### config.mk
export PLATFORM = sky130hd
export DESIGN_NAME = framed_message_decoder
export DESIGN_NICKNAME = d
export VERILOG_FILES = /design/src/rtl/core/fmd_pkg.sv /design/src/rtl/core/fmd_field.sv /design/src/rtl/core/fmd_parser.sv /design/src/rtl/core/framed_message_decoder.sv
export SDC_FILE = /design/constraint.sdc
export NUM_CORES = 1
export LEC_CHECK = 0
export ABC_CLOCK_PERIOD_IN_PS = 5700
export BUFFER_PORTS_ARGS = -buffer_cell sky130_fd_sc_hd__buf_2
export CORE_AREA = 2 2 139 141
export DETAILED_ROUTE_END_ITERATION = 6
export DIE_AREA = 0 0 141 143
export GPL_TIMING_DRIVEN = 0
export PLACE_DENSITY_LB_ADDON = 0.2
export SLEW_MARGIN = 20
export SYNTH_ARGS = -nofsm -noshare
export SYNTH_HDL_FRONTEND = slang
export SYNTH_SLANG_ARGS = --single-unit
### constraint.sdc
create_clock -name clk -period 5.7 [get_ports clk]
set_clock_uncertainty 0.2 [all_clocks]
set_input_delay 0.285 -clock clk [delete_from_list [all_inputs] [get_ports clk]]
set_output_delay 0.285 -clock clk [all_outputs]
set_load 0.05 [all_outputs]
### src/rtl/core/fmd_pkg.sv
// ----------------------------------------------------------------------------
// fmd_pkg
// Shared types, character codes, event codes and helpers of the framed
// message decoder.
// ----------------------------------------------------------------------------
package fmd_pkg;

  localparam int VALUE_WIDTH_DEF = 16;
  localparam int OUT_WIDTH       = 16;
  localparam int CFG_INDEX_WIDTH = 2;
  localparam int CFG_DATA_WIDTH  = 8;

  // register indexes of the configuration port
  localparam logic [CFG_INDEX_WIDTH-1:0] CFG_IDX_MAX_PAYLOAD  = 2'd0;
  localparam logic [CFG_INDEX_WIDTH-1:0] CFG_IDX_MAX_CHECKSUM = 2'd1;

  localparam logic [7:0] MAX_PAYLOAD_RST  = 8'd32;
  localparam logic [3:0] MAX_CHECKSUM_RST = 4'd2;

  // characters
  localparam logic [7:0] CH_START   = 8'h24;  // '$'
  localparam logic [7:0] CH_STAR    = 8'h2A;  // '*'
  localparam logic [7:0] CH_NL      = 8'h0A;  // newline
  localparam logic [7:0] CH_COMMA   = 8'h2C;
  localparam logic [7:0] CH_PLUS    = 8'h2B;
  localparam logic [7:0] CH_MINUS   = 8'h2D;
  localparam logic [7:0] CH_ZERO    = 8'h30;
  localparam logic [7:0] CH_NINE    = 8'h39;
  localparam logic [7:0] CH_SPACE   = 8'h20;
  localparam logic [7:0] CH_TAB     = 8'h09;
  localparam logic [7:0] CH_CR      = 8'h0D;
  localparam logic [7:0] CH_UPPER_A = 8'h41;
  localparam logic [7:0] CH_UPPER_Z = 8'h5A;
  localparam logic [7:0] HEX_ALPHA_OFS = 8'd55;
  localparam logic [7:0] HEX_DIGIT_OFS = 8'd48;

  // type tokens
  localparam logic [23:0] TOK_CHA = 24'h434841;
  localparam logic [23:0] TOK_ACC = 24'h414343;
  localparam logic [23:0] TOK_REV = 24'h524556;
  localparam logic [23:0] TOK_SHO = 24'h53484F;
  localparam logic [23:0] TOK_RES = 24'h524553;

  // event kinds
  localparam logic [2:0] KIND_CHA   = 3'd0;
  localparam logic [2:0] KIND_ACC   = 3'd1;
  localparam logic [2:0] KIND_REV   = 3'd2;
  localparam logic [2:0] KIND_SHO   = 3'd3;
  localparam logic [2:0] KIND_RES   = 3'd4;
  localparam logic [2:0] KIND_ERROR = 3'd5;

  // error codes
  localparam logic [2:0] ERR_NONE          = 3'd0;
  localparam logic [2:0] ERR_PAYLOAD_LONG  = 3'd0;
  localparam logic [2:0] ERR_BAD_TYPE      = 3'd1;
  localparam logic [2:0] ERR_CHECKSUM_LONG = 3'd2;
  localparam logic [2:0] ERR_CHECKSUM_SHORT = 3'd3;
  localparam logic [2:0] ERR_BAD_CHECKSUM  = 3'd4;

  typedef struct packed {
    logic [7:0] max_payload_len;
    logic [3:0] max_checksum_len;
  } cfg_t;

  typedef struct packed {
    logic started;
    logic neg;
    logic stopped;
  } field_flags_t;

  typedef struct packed {
    logic                 valid;
    logic [2:0]           event_kind;
    logic [2:0]           error_code;
    logic [OUT_WIDTH-1:0] value_a;
    logic [OUT_WIDTH-1:0] value_b;
    logic [OUT_WIDTH-1:0] value_c;
  } result_t;

  function automatic logic is_space(input logic [7:0] c);
    return (c == CH_SPACE) || ((c >= CH_TAB) && (c <= CH_CR));
  endfunction

  function automatic logic is_digit(input logic [7:0] c);
    return (c >= CH_ZERO) && (c <= CH_NINE);
  endfunction

  // no validation: upper-case letters map as c-55, everything else as c-48
  function automatic logic [7:0] hex_digit(input logic [7:0] c);
    if ((c >= CH_UPPER_A) && (c <= CH_UPPER_Z)) begin
      return c - HEX_ALPHA_OFS;
    end
    return c - HEX_DIGIT_OFS;
  endfunction

  // {hit, kind}
  function automatic logic [3:0] token_kind(input logic [23:0] tok);
    case (tok)
      TOK_CHA: return {1'b1, KIND_CHA};
      TOK_ACC: return {1'b1, KIND_ACC};
      TOK_REV: return {1'b1, KIND_REV};
      TOK_SHO: return {1'b1, KIND_SHO};
      TOK_RES: return {1'b1, KIND_RES};
      default: return {1'b0, KIND_ERROR};
    endcase
  endfunction

endpackage

### src/rtl/core/fmd_field.sv
// ----------------------------------------------------------------------------
// fmd_field
// One character step of the decimal field converter: skips leading white
// space, takes an optional sign, then accumulates digits modulo 2^VALUE_WIDTH.
// ----------------------------------------------------------------------------
module fmd_field #(
  parameter int VALUE_WIDTH = fmd_pkg::VALUE_WIDTH_DEF
) (
  input  logic [7:0]             char_in,
  input  fmd_pkg::field_flags_t  flags_in,
  input  logic [VALUE_WIDTH-1:0] value_in,
  output fmd_pkg::field_flags_t  flags_out,
  output logic [VALUE_WIDTH-1:0] value_out
);
  import fmd_pkg::*;

  logic                   digit;
  logic [VALUE_WIDTH-1:0] digit_val;
  logic [VALUE_WIDTH-1:0] times_ten;

  assign digit     = is_digit(char_in);
  assign digit_val = VALUE_WIDTH'(char_in[3:0]);
  // x*10 as two shifts and an add
  assign times_ten = (value_in << 3) + (value_in << 1);

  always_comb begin
    flags_out = flags_in;
    value_out = value_in;
    if (!flags_in.stopped) begin
      if (!flags_in.started) begin
        if (is_space(char_in)) begin
          flags_out = flags_in;
        end else if ((char_in == CH_PLUS) || (char_in == CH_MINUS)) begin
          flags_out.started = 1'b1;
          if (char_in == CH_MINUS) begin
            flags_out.neg = 1'b1;
          end
        end else if (digit) begin
          flags_out.started = 1'b1;
          value_out         = digit_val;
        end else begin
          flags_out.stopped = 1'b1;
        end
      end else if (digit) begin
        value_out = times_ten + digit_val;
      end else begin
        flags_out.stopped = 1'b1;
      end
    end
  end

endmodule

### src/rtl/core/fmd_parser.sv
// ----------------------------------------------------------------------------
// fmd_parser
// Frame state and per-byte decision logic: phase, counts, running xor,
// type token, decimal fields and checksum characters, and the event or
// error a byte closes.
// ----------------------------------------------------------------------------
module fmd_parser #(
  parameter int VALUE_WIDTH = fmd_pkg::VALUE_WIDTH_DEF
) (
  input  logic             clk,
  input  logic             rst,
  input  logic             step,
  input  logic [7:0]       char_in,
  input  fmd_pkg::cfg_t    cfg,
  output fmd_pkg::result_t res
);
  import fmd_pkg::*;

  typedef enum logic [2:0] {
    PH_WAIT     = 3'b001,
    PH_PAYLOAD  = 3'b010,
    PH_CHECKSUM = 3'b100
  } phase_t;

  phase_t                 phase, phase_next;
  logic [7:0]             payload_count, payload_count_next;
  logic [7:0]             running_xor, running_xor_next;
  logic [23:0]            type_token, type_token_next;
  logic                   type_token_bad, type_token_bad_next;
  logic [1:0]             field_number, field_number_next;
  logic [VALUE_WIDTH-1:0] field_values [3];
  logic [VALUE_WIDTH-1:0] field_values_next [3];
  field_flags_t           field_flags [3];
  field_flags_t           field_flags_next [3];
  logic [3:0]             checksum_count, checksum_count_next;
  logic [7:0]             checksum_chars [2];
  logic [7:0]             checksum_chars_next [2];

  logic [VALUE_WIDTH-1:0] cur_value, upd_value;
  field_flags_t           cur_flags, upd_flags;
  logic [OUT_WIDTH-1:0]   field_out [3];
  logic [7:0]             pc_inc;
  logic [7:0]             given;
  logic [3:0]             tok_hit_kind;
  logic                   type_ok;
  logic                   clear;
  logic                   start;

  // the shared converter works on the field being filled
  always_comb begin
    case (field_number)
      2'd2:    begin cur_value = field_values[1]; cur_flags = field_flags[1]; end
      2'd3:    begin cur_value = field_values[2]; cur_flags = field_flags[2]; end
      default: begin cur_value = field_values[0]; cur_flags = field_flags[0]; end
    endcase
  end

  fmd_field #(.VALUE_WIDTH(VALUE_WIDTH)) u_field (
    .char_in   (char_in),
    .flags_in  (cur_flags),
    .value_in  (cur_value),
    .flags_out (upd_flags),
    .value_out (upd_value)
  );

  // negate at the field width first, then fit to the output width
  always_comb begin
    for (int i = 0; i < 3; i++) begin
      field_out[i] = field_flags[i].neg ? OUT_WIDTH'(VALUE_WIDTH'(-field_values[i]))
                                        : OUT_WIDTH'(field_values[i]);
    end
  end

  assign pc_inc       = (payload_count == 8'hFF) ? payload_count : payload_count + 8'd1;
  assign given        = (hex_digit(checksum_chars[0]) << 4) + hex_digit(checksum_chars[1]);
  assign tok_hit_kind = token_kind(type_token);
  assign type_ok      = !type_token_bad && ((field_number != 2'd0) || (payload_count == 8'd3));

  always_comb begin
    phase_next          = phase;
    payload_count_next  = payload_count;
    running_xor_next    = running_xor;
    type_token_next     = type_token;
    type_token_bad_next = type_token_bad;
    field_number_next   = field_number;
    field_values_next   = field_values;
    field_flags_next    = field_flags;
    checksum_count_next = checksum_count;
    checksum_chars_next = checksum_chars;
    res                 = '0;
    clear               = 1'b0;
    start               = 1'b0;

    case (phase)
      PH_PAYLOAD: begin
        if (payload_count > cfg.max_payload_len) begin
          res.valid      = 1'b1;
          res.event_kind = KIND_ERROR;
          res.error_code = ERR_PAYLOAD_LONG;
          clear          = 1'b1;
        end else if ((char_in == CH_START) || (char_in == CH_NL)) begin
          res.valid      = 1'b1;
          res.event_kind = KIND_ERROR;
          res.error_code = ERR_BAD_TYPE;
          clear          = 1'b1;
        end else if (char_in == CH_STAR) begin
          phase_next = PH_CHECKSUM;
        end else begin
          payload_count_next = pc_inc;
          running_xor_next   = running_xor ^ char_in;
          if (char_in == CH_COMMA) begin
            if (field_number == 2'd0) begin
              if (pc_inc != 8'd4) begin
                type_token_bad_next = 1'b1;
              end
              field_number_next = 2'd1;
            end else if (field_number != 2'd3) begin
              field_number_next = field_number + 2'd1;
            end else begin
              field_flags_next[2].stopped = 1'b1;
            end
          end else if (field_number == 2'd0) begin
            if (pc_inc <= 8'd3) begin
              type_token_next = {type_token[15:0], char_in};
            end else begin
              type_token_bad_next = 1'b1;
            end
          end else begin
            case (field_number)
              2'd2: begin
                field_values_next[1] = upd_value;
                field_flags_next[1]  = upd_flags;
              end
              2'd3: begin
                field_values_next[2] = upd_value;
                field_flags_next[2]  = upd_flags;
              end
              default: begin
                field_values_next[0] = upd_value;
                field_flags_next[0]  = upd_flags;
              end
            endcase
          end
        end
      end
      PH_CHECKSUM: begin
        if (checksum_count > cfg.max_checksum_len) begin
          res.valid      = 1'b1;
          res.event_kind = KIND_ERROR;
          res.error_code = ERR_CHECKSUM_LONG;
          clear          = 1'b1;
        end else if (char_in == CH_NL) begin
          res.valid = 1'b1;
          clear     = 1'b1;
          if (checksum_count < 4'd2) begin
            res.event_kind = KIND_ERROR;
            res.error_code = ERR_CHECKSUM_SHORT;
          end else if (!(type_ok && tok_hit_kind[3])) begin
            // unknown type wins over a bad checksum
            res.event_kind = KIND_ERROR;
            res.error_code = ERR_BAD_TYPE;
          end else if (given != running_xor) begin
            res.event_kind = KIND_ERROR;
            res.error_code = ERR_BAD_CHECKSUM;
          end else begin
            res.event_kind = tok_hit_kind[2:0];
            res.error_code = ERR_NONE;
            res.value_a    = field_out[0];
            if ((tok_hit_kind[2:0] == KIND_SHO) || (tok_hit_kind[2:0] == KIND_RES)) begin
              res.value_b = field_out[1];
            end
            if (tok_hit_kind[2:0] == KIND_RES) begin
              res.value_c = field_out[2];
            end
          end
        end else begin
          if (checksum_count == 4'd0) begin
            checksum_chars_next[0] = char_in;
          end else if (checksum_count == 4'd1) begin
            checksum_chars_next[1] = char_in;
          end
          if (checksum_count != 4'hF) begin
            checksum_count_next = checksum_count + 4'd1;
          end
        end
      end
      default: begin
        if (char_in == CH_START) begin
          clear = 1'b1;
          start = 1'b1;
        end else begin
          phase_next = PH_WAIT;
        end
      end
    endcase

    if (clear) begin
      phase_next          = start ? PH_PAYLOAD : PH_WAIT;
      payload_count_next  = '0;
      running_xor_next    = '0;
      type_token_next     = '0;
      type_token_bad_next = 1'b0;
      field_number_next   = '0;
      checksum_count_next = '0;
      for (int i = 0; i < 3; i++) begin
        field_values_next[i] = '0;
        field_flags_next[i]  = '0;
      end
      checksum_chars_next[0] = '0;
      checksum_chars_next[1] = '0;
    end
  end

  always_ff @(posedge clk) begin
    if (rst) begin
      phase          <= PH_WAIT;
      payload_count  <= '0;
      running_xor    <= '0;
      type_token     <= '0;
      type_token_bad <= 1'b0;
      field_number   <= '0;
      checksum_count <= '0;
      for (int i = 0; i < 3; i++) begin
        field_values[i] <= '0;
        field_flags[i]  <= '0;
      end
      checksum_chars[0] <= '0;
      checksum_chars[1] <= '0;
    end else if (step) begin
      phase          <= phase_next;
      payload_count  <= payload_count_next;
      running_xor    <= running_xor_next;
      type_token     <= type_token_next;
      type_token_bad <= type_token_bad_next;
      field_number   <= field_number_next;
      checksum_count <= checksum_count_next;
      field_values   <= field_values_next;
      field_flags    <= field_flags_next;
      checksum_chars <= checksum_chars_next;
    end
  end

  // every event or error leaves the frame cleared and waiting for a start
  a_clear_after_result: assert property (@(posedge clk) disable iff (rst)
    (step && res.valid) |=> (phase == PH_WAIT) && (payload_count == 8'd0)
                            && (checksum_count == 4'd0))
    else $error("parser not cleared after a result");

endmodule

### src/rtl/core/framed_message_decoder.sv
// ----------------------------------------------------------------------------
// framed_message_decoder
// Byte-serial decoder of '$' payload '*' checksum newline frames with xor
// checksum, type token and up to three decimal fields.
//
// channel  dir  handshake            payload
// s_*      in   s_tvalid/s_tready    s_tdata: in_byte
// m_*      out  m_tvalid/m_tready    m_tuser: event_kind; m_tdata: error_code, values
// cfg_*    in   cfg_valid/cfg_ready  cfg_index, cfg_data
//
// one byte is taken per cycle while s_tready is high; a byte is decoded in
// the cycle it is accepted and a result appears in the output register on
// the following cycle. s_tready is low only while a result waits in the
// output register and m_tready is low; a result is registered in the
// output register only, not in the parser state. cfg_ready is always high.
// synchronous reset clears the frame state, the output valid and restores
// the register defaults; no clearing pass is needed.
// ----------------------------------------------------------------------------
module framed_message_decoder #(
  parameter int VALUE_WIDTH = fmd_pkg::VALUE_WIDTH_DEF
) (
  input  logic                                 clk,
  input  logic                                 rst,
  input  logic                                 s_tvalid,
  output logic                                 s_tready,
  input  logic [7:0]                           s_tdata,   // [7:0] in_byte
  output logic                                 m_tvalid,
  input  logic                                 m_tready,
  // [2:0] error_code, [18:3] value_a, [34:19] value_b, [50:35] value_c
  output logic [55:0]                          m_tdata,
  output logic [2:0]                           m_tuser,   // [2:0] event_kind
  input  logic                                 cfg_valid,
  output logic                                 cfg_ready,
  input  logic [fmd_pkg::CFG_INDEX_WIDTH-1:0]  cfg_index,
  input  logic [fmd_pkg::CFG_DATA_WIDTH-1:0]   cfg_data
);
  import fmd_pkg::*;

  cfg_t    cfg;
  result_t res;
  logic    step;

  logic [2:0]           out_kind;
  logic [2:0]           out_code;
  logic [OUT_WIDTH-1:0] out_a, out_b, out_c;

  assign cfg_ready = 1'b1;

  always_ff @(posedge clk) begin
    if (rst) begin
      cfg.max_payload_len  <= MAX_PAYLOAD_RST;
      cfg.max_checksum_len <= MAX_CHECKSUM_RST;
    end else if (cfg_valid && cfg_ready) begin
      case (cfg_index)
        CFG_IDX_MAX_PAYLOAD:  cfg.max_payload_len  <= cfg_data;
        CFG_IDX_MAX_CHECKSUM: cfg.max_checksum_len <= cfg_data[3:0];
        default: ;
      endcase
    end
  end

  assign s_tready = !m_tvalid || m_tready;
  assign step     = s_tvalid && s_tready;

  fmd_parser #(.VALUE_WIDTH(VALUE_WIDTH)) u_parser (
    .clk     (clk),
    .rst     (rst),
    .step    (step),
    .char_in (s_tdata),
    .cfg     (cfg),
    .res     (res)
  );

  always_ff @(posedge clk) begin
    if (rst) begin
      m_tvalid <= 1'b0;
    end else if (step && res.valid) begin
      m_tvalid <= 1'b1;
    end else if (m_tready) begin
      m_tvalid <= 1'b0;
    end
  end

  always_ff @(posedge clk) begin
    if (step && res.valid) begin
      out_kind <= res.event_kind;
      out_code <= res.error_code;
      out_a    <= res.value_a;
      out_b    <= res.value_b;
      out_c    <= res.value_c;
    end
  end

  assign m_tuser = out_kind;
  assign m_tdata = {5'd0, out_c, out_b, out_a, out_code};

  a_error_values_zero: assert property (@(posedge clk) disable iff (rst)
    (m_tvalid && (m_tuser == KIND_ERROR)) |-> (m_tdata[50:3] == '0))
    else $error("error word carries nonzero values");

  a_event_code_zero: assert property (@(posedge clk) disable iff (rst)
    (m_tvalid && (m_tuser != KIND_ERROR)) |-> (m_tdata[2:0] == ERR_NONE))
    else $error("event word carries an error code");

  a_value_c_res_only: assert property (@(posedge clk) disable iff (rst)
    (m_tvalid && (m_tuser != KIND_RES)) |-> (m_tdata[50:35] == '0))
    else $error("third value set outside a three-value event");

  a_valid_kind: assert property (@(posedge clk) disable iff (rst)
    m_tvalid |-> (m_tuser <= KIND_ERROR))
    else $error("event kind out of range");

endmodule
==> flow_results.org, run 1 <==
** Outcome
- The run finished with clean final reports.

** Job
- Reported max-cap violation count :: 0

** Logic synthesis
- The synthesized design spends more area on one cell type than any other, namely sky130_fd_sc_hd__dfxtp_1.
- Among all flip-flop cells after synthesis, the most frequent one is sky130_fd_sc_hd__dfxtp_1.
- In the post-synthesis netlist, the biggest area contributors are sky130_fd_sc_hd__dfxtp_1 (24%), sky130_fd_sc_hd__edfxtp_1 (14%), sky130_fd_sc_hd__ha_1 (7.0%), sky130_fd_sc_hd__nand2_1 (4.9%), sky130_fd_sc_hd__nor2_1 (3.7%).
- In this run, synthesis produced a sequential element count of 190.
- In this run the mean area of a mapped cell was around 8.9 sq um.
- For this run, the number of Yosys warnings is 0.
- After synthesis, the netlist uses 86 different library cells.
- In this run, synthesis inferred 54 flip-flops with an integrated enable.
- For this run, the register share of the synthesized area comes to 0.386.
- The mapped netlist covers roughly 11,000 sq um.
- Async set-or-reset flop fraction in the synthesized netlist :: 0
- Gate Count Post-Synth :: between 1,000 and 1,500
- Area share of the leading cell type in the synthesized netlist :: 0.242

** Timing
- Final worst-path cycle share :: 0.944
- The final count of hold timing violations was 0.
- At the pin with the least slew margin, the transition time is roughly 870 ps.
- The worst path in the final design needs a cycle of 5380 ps, including I/O delays and setup.
- Maximum clock rate :: 186 MHz
- Setup repair after global routing left no endpoint under its margin.
- The max-slew violation count is 0.
- Summed over all failing endpoints, the final setup total negative slack is 0 ps.
- Worst relative slew slack :: 0.414
- Total setup violations reported at the end of the flow :: 0

** Clocking
- Clock latency on the worst-skew pair, taken at its later pin, is between 400 and 500 ps.
- TritonCTS built the clock tree.
- H-tree levels :: 4
- Number of CTS-inserted buffers :: 17
- The tree is rooted in a sky130_fd_sc_hd__clkbuf_16.
- Clock sink count :: 190
- Longest Clk Path Bufs :: 2
- Clock-pin slew was measured on the worst setup and hold paths at approximately 80 ps.
- Number of buffers added for setup after CTS :: 0

** Placed design
- At the end of routability-driven placement, the weighted congestion stood at 0.950.
- Detailed placement finished with a half-perimeter wire length of 21,800 microns.
- Standard cell area after detailed placement :: 11,900 sq um
- Number of buffers inserted by port buffering :: 77

** Drt
- Wire per inst :: 18.2 microns
- In this run the remaining antenna-violating nets after routing total 0.
- Remaining DRCs :: 0
- The routed design has between 20,000 and 30,000 microns of wire.
- The first detailed-routing pass took 5 iterations.
- Using the TritonRoute via totals, the vias-per-cell ratio works out to about 6.
- Initial drt markers :: 990
- DR vias :: 10,000

** Critical path
- Required @ worst endpoint :: ~6000 ps
- The setup check on the worst reg-to-reg path leaves a slack of between 300 and 400 ps.
- Setup crit end kind :: flop
- Largest fanout on the critical path :: 10
- R2R cell count :: 17
- Critical Path AT :: around 5600 ps
- STA classifies the critical path startpoint as a flop.
- The endpoint identified for the worst register-to-register timing path is u_parser.field_values[42]$_SDFFE_PP0P_.
- Critical path class :: flop to flop
- The worst register-to-register path begins at u_parser.field_number[1]$_SDFFE_PP0P_.
- Worst setup path end :: u_parser.field_values[42]$_SDFFE_PP0P_
- Worst setup path startpoint :: u_parser.field_number[1]$_SDFFE_PP0P_

** Power
- Power per unit of standard cell area :: around 210 nW/um^2
- Summed over all cells, the static leakage comes to roughly 0.005 uW.
- The worst-case IR drop observed on VDD is about 0.00022 V.

** GRT
- Total gr overflow :: 0
- Vias in the first global route :: about 9,400
- The number of antenna violations at the first check in global routing is 0.
- Global-route usage over all layers :: 0.296
- Wire length of the first global-routing pass :: between 40,000 and 50,000 microns
- Largest net degree at the start of global routing :: 55

** Finish
- From synthesis to final layout, the design area changed by 12.7%.
- Layout cells sized above 1 :: 0.118
- The finished cells cover 12,700 sq um.
- Antenna diode count :: 0
- Final net count :: approximately 1,500

** Die
- Ports :: 85
- Row count :: 50
- In this run the horizontal extent of the chip is between 100 and 150 microns.
- The floorplan step defined a core boundary enclosing between 15,000 and 20,000 sq um.
- From bottom edge to top edge, the die measures between 100 and 150 microns.
- The floorplan step defined a die boundary enclosing 20,200 sq um.
- For this configuration, the core starts out at a cell density of 0.606.

** Hold path
- In this run the worst hold path is classified as input pin to flop.
[cells in the mapped netlist (21+ instances only)]
library cell	count
sky130_fd_sc_hd__nand3_1	68
sky130_fd_sc_hd__inv_1	53
sky130_fd_sc_hd__a21oi_1	67
sky130_fd_sc_hd__o21ai_0	36
sky130_fd_sc_hd__edfxtp_1	54
sky130_fd_sc_hd__nand2_1	148
sky130_fd_sc_hd__nor2_1	112
sky130_fd_sc_hd__xnor2_1	48
sky130_fd_sc_hd__xor2_1	35
sky130_fd_sc_hd__ha_1	63
sky130_fd_sc_hd__a22o_1	21
sky130_fd_sc_hd__dfxtp_1	136
sky130_fd_sc_hd__mux2i_1	40
sky130_fd_sc_hd__clkbuf_1	41
[registers in the layout, summed over array words and instances (netlist names), 4 cells and up]
signal,cells
u_parser.payload_count,8
cfg,12
out_b,16
u_parser.checksum_chars,16
u_parser.field_flags,9
out_a,16
u_parser.field_values,48
u_parser.type_token,24
out_c,16
u_parser.checksum_count,4
u_parser.running_xor,8
[per-layer routing]
metal / track usage / wire, microns / up-vias
met5: 0 / 0 / -
met4: 0.124 / 1010 / 0
met3: 0.0594 / 1880 / 78
met2: 0.507 / 14300 / 437
met1: 0.367 / 12300 / 4703
li1: - / - / 4799
[where the power goes]
group,internal (uW),switching [uW],total (uW)
registers,1380,1.16,1380
logic,36.2,81.3,117
clock network,626,589,1220
total,2040,672,2720
[worst min-delay path by stage]
stage / from / endpoint / slack, ps / depth (start not counted)
2_1_floorplan: cfg_data[5] / cfg[9]$_SDFFE_PP1P_ / 220 / 2
3_3_place_gp: u_parser.field_flags[5]$_SDFFE_PP0P_ / u_parser.field_flags[5]$_SDFFE_PP0P_ / 240 / 2
3_5_place_dp: u_parser.field_flags[5]$_SDFFE_PP0P_ / u_parser.field_flags[5]$_SDFFE_PP0P_ / 250 / 2
4_1_cts: cfg_index[1] / cfg[4]$_SDFFE_PP0P_ / 60 / 4
5_1_grt: cfg_index[1] / cfg[4]$_SDFFE_PP0P_ / 110 / 4
6_report: cfg_index[1] / cfg[5]$_SDFFE_PP0P_ / 80 / 5
[critical path, stage by stage (launching register included)]
cell and delay, ps:
sky130_fd_sc_hd__dfxtp_1 340, sky130_fd_sc_hd__ha_1 180, sky130_fd_sc_hd__clkbuf_1 230, sky130_fd_sc_hd__nor2_1 460
sky130_fd_sc_hd__clkbuf_1 450, sky130_fd_sc_hd__buf_1 430, sky130_fd_sc_hd__nand2_1 120, sky130_fd_sc_hd__nand2_1 170
sky130_fd_sc_hd__fa_1 470, sky130_fd_sc_hd__inv_1 100, sky130_fd_sc_hd__fa_1 200, sky130_fd_sc_hd__nor2b_1 70
sky130_fd_sc_hd__o31ai_1 520, sky130_fd_sc_hd__a21oi_1 210, sky130_fd_sc_hd__a21oi_1 240, sky130_fd_sc_hd__xnor2_1 120
sky130_fd_sc_hd__o31ai_1 520, sky130_fd_sc_hd__a32o_1 260
[per-stage QoR]
step	cells	utilization	hold WS (ps)	total power, uW	worst slack [ps]
finish	1621	0.682	78.7	2720	322
global route	1621	0.682	106	2780	20.5
CTS	1620	0.682	55.7	2720	381
detailed placement	1576	0.643	252	1520	433
global placement	1576	0.643	242	1520	477
floorplan	1265	-	224	1490	1440
[layout by cell type, fill, tap and decap left out, drive strengths merged, types with 10 or more instances in the layout]
cell / instances
and2: 10
a22oi: 16
clkbuf: 58
a211oi: 11
nor2b: 16
xnor2: 48
edfxtp: 54
nor2: 115
mux2i: 40
inv: 57
dfxtp: 136
xor2: 35
or3: 13
o21ai: 39
and3: 11
dlygate4sd3: 12
o211ai: 16
ha: 63
a21oi: 68
nor3: 14
a31oi: 16
nand2: 149
o31ai: 17
nand3: 69
a22o: 21
o32ai: 18
nand4: 15
a21o: 10
buf: 104
[kinds of logic (layout without fill, tap and decap cells)]
group           Yosys count  count (layout)  synth area share
simple gates            471             471             0.208
compound gates          282             282             0.178
flops                   190             190             0.386
buf+inv                 121             243            0.0446
xor+xnor                 84              84            0.0666
fa+ha+maj                66              66            0.0754
mux                      45              45            0.0406
other cells               2               6          0.000668
[cell type report]
type	instances	area, sq um
clock inverter	15	180
inverter	54	205
clock buffer	17	425
tap	234	293
timing repair buffer	90	513
fill	1516	5900
buffer	67	299
sequential	190	4340
multi-input combinational	954	6420
[repair_timing]
action                                  CTS  global route
hold endpoints to repair                 16             0
gates resized for setup                   0             1
hold buffers                             12             0
endpoints found under the setup margin    0             3
Note: power is estimated with default switching activity, not from simulation.
==> run 2, diff against run 1 <==
--- a/config.mk
+++ b/config.mk
@@ -12,6 +12,7 @@
 export DIE_AREA = 0 0 141 143
 export GPL_TIMING_DRIVEN = 0
 export PLACE_DENSITY_LB_ADDON = 0.2
+export REMOVE_ABC_BUFFERS = 1
 export SLEW_MARGIN = 20
 export SYNTH_ARGS = -nofsm -noshare
 export SYNTH_HDL_FRONTEND = slang
==> flow_results.org, run 2 (synthesized netlist as in run 1, its figures left out) <==
** Outcome
- Result of the run :: complete, no violations (unchanged)

** GRT
- The number of antenna violations at the first check in global routing is 0 (unchanged).
- The sum of overflow across all layers after global routing came to 0 (unchanged).
- The maximum number of pins on one net before global-route repair came to 63 (was 55).
- The first-pass GRT wire length was 44,600 microns (was 47,700 microns).
- The total routing resource utilization after global routing was 0.276 (was 0.296).
- Vias in the first global route :: 8,889 (was 9,422)

** Timing
- Unrepaired setup endpoints after global routing: no (unchanged).
- Final Hold Viols :: 0 (unchanged)
- Total setup violations reported at the end of the flow :: 0 (unchanged)
- The worst slew margin relative to its limit came to 0.272 (was 0.414).
- The sum of negative setup slack is 0 ps (unchanged).
- Slew at the pin closest to its max-slew limit :: 1090 ps (was 872 ps)
- The worst path setup slack after routing came to 548 ps (was 322 ps).
- The final hold slack came to 36.5 ps (was 78.7 ps).
- The share of the cycle needed by the critical path after routing came to 0.904 (was 0.944).
- Maximum clock rate :: 194 MHz (was 186 MHz)
- Final count of pins violating max slew :: 0 (unchanged)
- The final critical delay including setup and external delays was 5150 ps (was 5380 ps).

** Die
- The I/O pin count came to 85 (unchanged).
- Vertical die dimension :: 143 microns (unchanged)
- Die Outline Area :: 20,200 sq um (unchanged)
- The starting utilization of the core area came to 0.606 (unchanged).
- The core area was 18,600 sq um (unchanged).
- The number of cell rows was 50 (unchanged).
- DIE WIDTH :: 141 microns (unchanged)

** Critical path
- Worst setup path end :: u_parser.field_values[42]$_SDFFE_PP0P_ (unchanged)
- The worst-path maximum fanout came to 25 (was 10).
- Startpoint of the most critical register-to-register path :: u_parser.field_number[1]$_SDFFE_PP0P_ (unchanged)
- R2R cell count :: 14 (was 17)
- Slack of the worst reg-to-reg path :: 550 ps (was 320 ps)
- Worst setup path startpoint :: u_parser.field_number[1]$_SDFFE_PP0P_ (unchanged)
- Critical path cell sequence: ha_1, nor2_2, nand2_1, nand2_1, fa_1, inv_1, fa_1, nor2b_1, o31ai_1, a21oi_1, a21oi_1, xnor2_1, o31ai_1, a32o_1 (was ha_1, clkbuf_1, nor2_1, clkbuf_1, buf_1, nand2_1, nand2_1, fa_1, inv_1, fa_1, nor2b_1, o31ai_1, a21oi_1, a21oi_1, xnor2_1, o31ai_1, a32o_1).
- Capture point of the worst reg-to-reg path :: u_parser.field_values[42]$_SDFFE_PP0P_ (unchanged)
- Critical path class :: flop to flop (unchanged)
- The arrival time at the worst endpoint came to 5330 ps (was 5560 ps).
- The peak per-stage delay on the critical path came to 890 ps (was 520 ps).
- The slowest cell on the critical path is sky130_fd_sc_hd__ha_1 (was sky130_fd_sc_hd__o31ai_1).
- Setup crit end kind :: flop (unchanged)
- The startpoint type of the worst setup path is a flop (unchanged).
- The data required time of the worst path is 5880 ps (about the same).

** Drt
- The post-detailed-route DRC marker count came to 0 (unchanged).
- The via density per instance was 6.17 (was 6.18).
- The via count is 9,619 (was 10,000).
- Post-route antenna net violation count :: 0 (unchanged)
- Wire per inst :: 17.8 microns (was 18.2 microns)
- The length of the first detailed-routing pass in iterations was 6 (was 5).
- Routed wire length :: 27,800 microns (was 29,500 microns)
- Initial drt markers :: 609 (was 990)

** Finish
- Final net count :: 1,400 (was 1,463)
- Layout cells sized above 1 :: 0.112 (was 0.118)
- The area added between synthesis and finish was 10.4% (was 12.7%).
- The number of fill cells is 1,528 (was 1,516).
- Most flops, register :: u_parser.field_values (unchanged)
- The share of the core filled with cells in the final layout is 0.669 (was 0.682).
- The final non-filler cell area came to 12,400 sq um (was 12,700 sq um).
- The flip-flop count of the largest register after layout came to 48 (unchanged).
- Commonest non-fill, non-tap cells in the layout: sky130_fd_sc_hd__nand2_1 (148), sky130_fd_sc_hd__dfxtp_1 (136), sky130_fd_sc_hd__nor2_1 (110) (was sky130_fd_sc_hd__nand2_1 (148), sky130_fd_sc_hd__dfxtp_1 (136), sky130_fd_sc_hd__nor2_1 (112)).
- The antenna diode count is 0 (unchanged).
- The most common cell after layout, fill and taps aside was sky130_fd_sc_hd__nand2_1 (unchanged).
- Top Registers :: u_parser.field_values: 48 flops, u_parser.type_token: 24 flops (unchanged)

** Hold path
- Hold/Removal Path Class :: input pin to flop (unchanged)

** Clocking
- Number of buffers added for setup after CTS :: 0 (unchanged)
- Clk Latency, worst-skew pair :: 440 ps (was 450 ps)
- The number of hold-repair buffers added at the cts stage came to 12 (unchanged).
- The master cell of the clock root buffer was sky130_fd_sc_hd__clkbuf_16 (unchanged).
- The TritonCTS clock tree is built (unchanged).
- Gates resized, CTS repair :: 0 (unchanged)
- The register clock-pin slew on the reported worst setup and hold paths is 70 ps (was 80 ps).
- The number of clock sinks seen by CTS is 190 (unchanged).
- Longest Clk Path Bufs :: 2 (unchanged)
- The number of levels the H-tree was split into was 4 (unchanged).
- The number of CTS-inserted buffers is 17 (unchanged).

** Job
- Reported max-cap violation count :: 0 (unchanged)

** Placed design
- Worst setup slack after placement :: 733 ps (was 433 ps)
- The weighted congestion reported at the end of routability-driven placement was 0.908 (was 0.950).
- The number of buffer cells added on primary ports was 78 (was 77).
- Standard cell area after detailed placement :: 11,700 sq um (was 11,900 sq um)
- Detailed placer's ending HPWL :: 19,700 microns (was 21,800 microns)

** Power
- Max VDD drop :: 0.000232 V (was 0.000216 V)
- Static power due to leakage :: 0.00476 uW (was 0.00488 uW)
- Power per unit of standard cell area :: 214 nW/um^2 (about the same)
run 2: cell types whose count changed in the layout (fill, tap and decap cells not counted), moves of 2 or more:
| cell | change |
|---|---|
| sky130_fd_sc_hd__buf_1 | -4 |
| sky130_fd_sc_hd__buf_2 | -13 |
| sky130_fd_sc_hd__buf_4 | -7 |
| sky130_fd_sc_hd__clkbuf_1 | -40 |
| sky130_fd_sc_hd__clkinv_4 | +2 |
| sky130_fd_sc_hd__nor2_1 | -2 |
| sky130_fd_sc_hd__nor2_2 | +2 |
run 2: routing by layer:
| layer | track usage | up-vias | wire [microns] |
|---|---|---|---|
| met5 | 0 | - | 0 |
| met2 | 0.485 | 329 | 13700 |
| met4 | 0.111 | 0 | 828 |
| met3 | 0.0342 | 50 | 1390 |
| met1 | 0.347 | 4573 | 11800 |
| li1 | - | 4667 | - |
run 2: worst min path at each step:
stage                                                    start                              endpoint  slack, ps  depth (start not counted)
after floorplan                                            rst                 m_tvalid$_SDFFE_PP0P_        150                          1
after global routing                                s_tdata[5]   u_parser.type_token[5]$_SDFFE_PP0P_         60                          3
after detailed placement  u_parser.field_flags[6]$_SDFFE_PP0P_  u_parser.field_flags[6]$_SDFFE_PP0P_        250                          2
after CTS                                           s_tdata[5]   u_parser.type_token[5]$_SDFFE_PP0P_         20                          3
after global placement    u_parser.field_flags[5]$_SDFFE_PP0P_  u_parser.field_flags[5]$_SDFFE_PP0P_        240                          2
final                                               s_tdata[5]   u_parser.type_token[5]$_SDFFE_PP0P_         40                          3
run 2: cell type report:
class | instances | area (sq um) | share of cell area
Multi-Input combinational cell | 954 | 6450 | 0.519
Sequential cell | 190 | 4340 | 0.350
Timing Repair Buffer | 94 | 557 | 0.0448
Clock buffer | 18 | 429 | 0.0345
Tap cell | 234 | 293 | 0.0236
Inverter | 54 | 204 | 0.0164
Clock inverter | 14 | 153 | 0.0123
run 2: worst max-delay path, delay by kind of cell, from the launching register on:
kind                       cells  cell delay, ps
adders and majority gates      3            1900
buffers and inverters          1              70
DFF                            1             380
AOI/OAI and AO/OA              5            1440
and+or+nand+nor                4             950
xor gates and xnor gates       1             150
run 2: stage by stage:
stage | power [uW] | instances
final | 2660 | 1558
after global routing | 2730 | 1558
after CTS | 2670 | 1556
after detailed placement | 1510 | 1512
after global placement | 1510 | 1510
after floorplan | 1470 | 1198
run 2: power by group:
group | total, uW | switching [uW] | internal (uW)
combinational | 106 | 76.6 | 29.9
clock | 1170 | 585 | 583
sequential | 1380 | 1.18 | 1380
total | 2660 | 663 | 1990
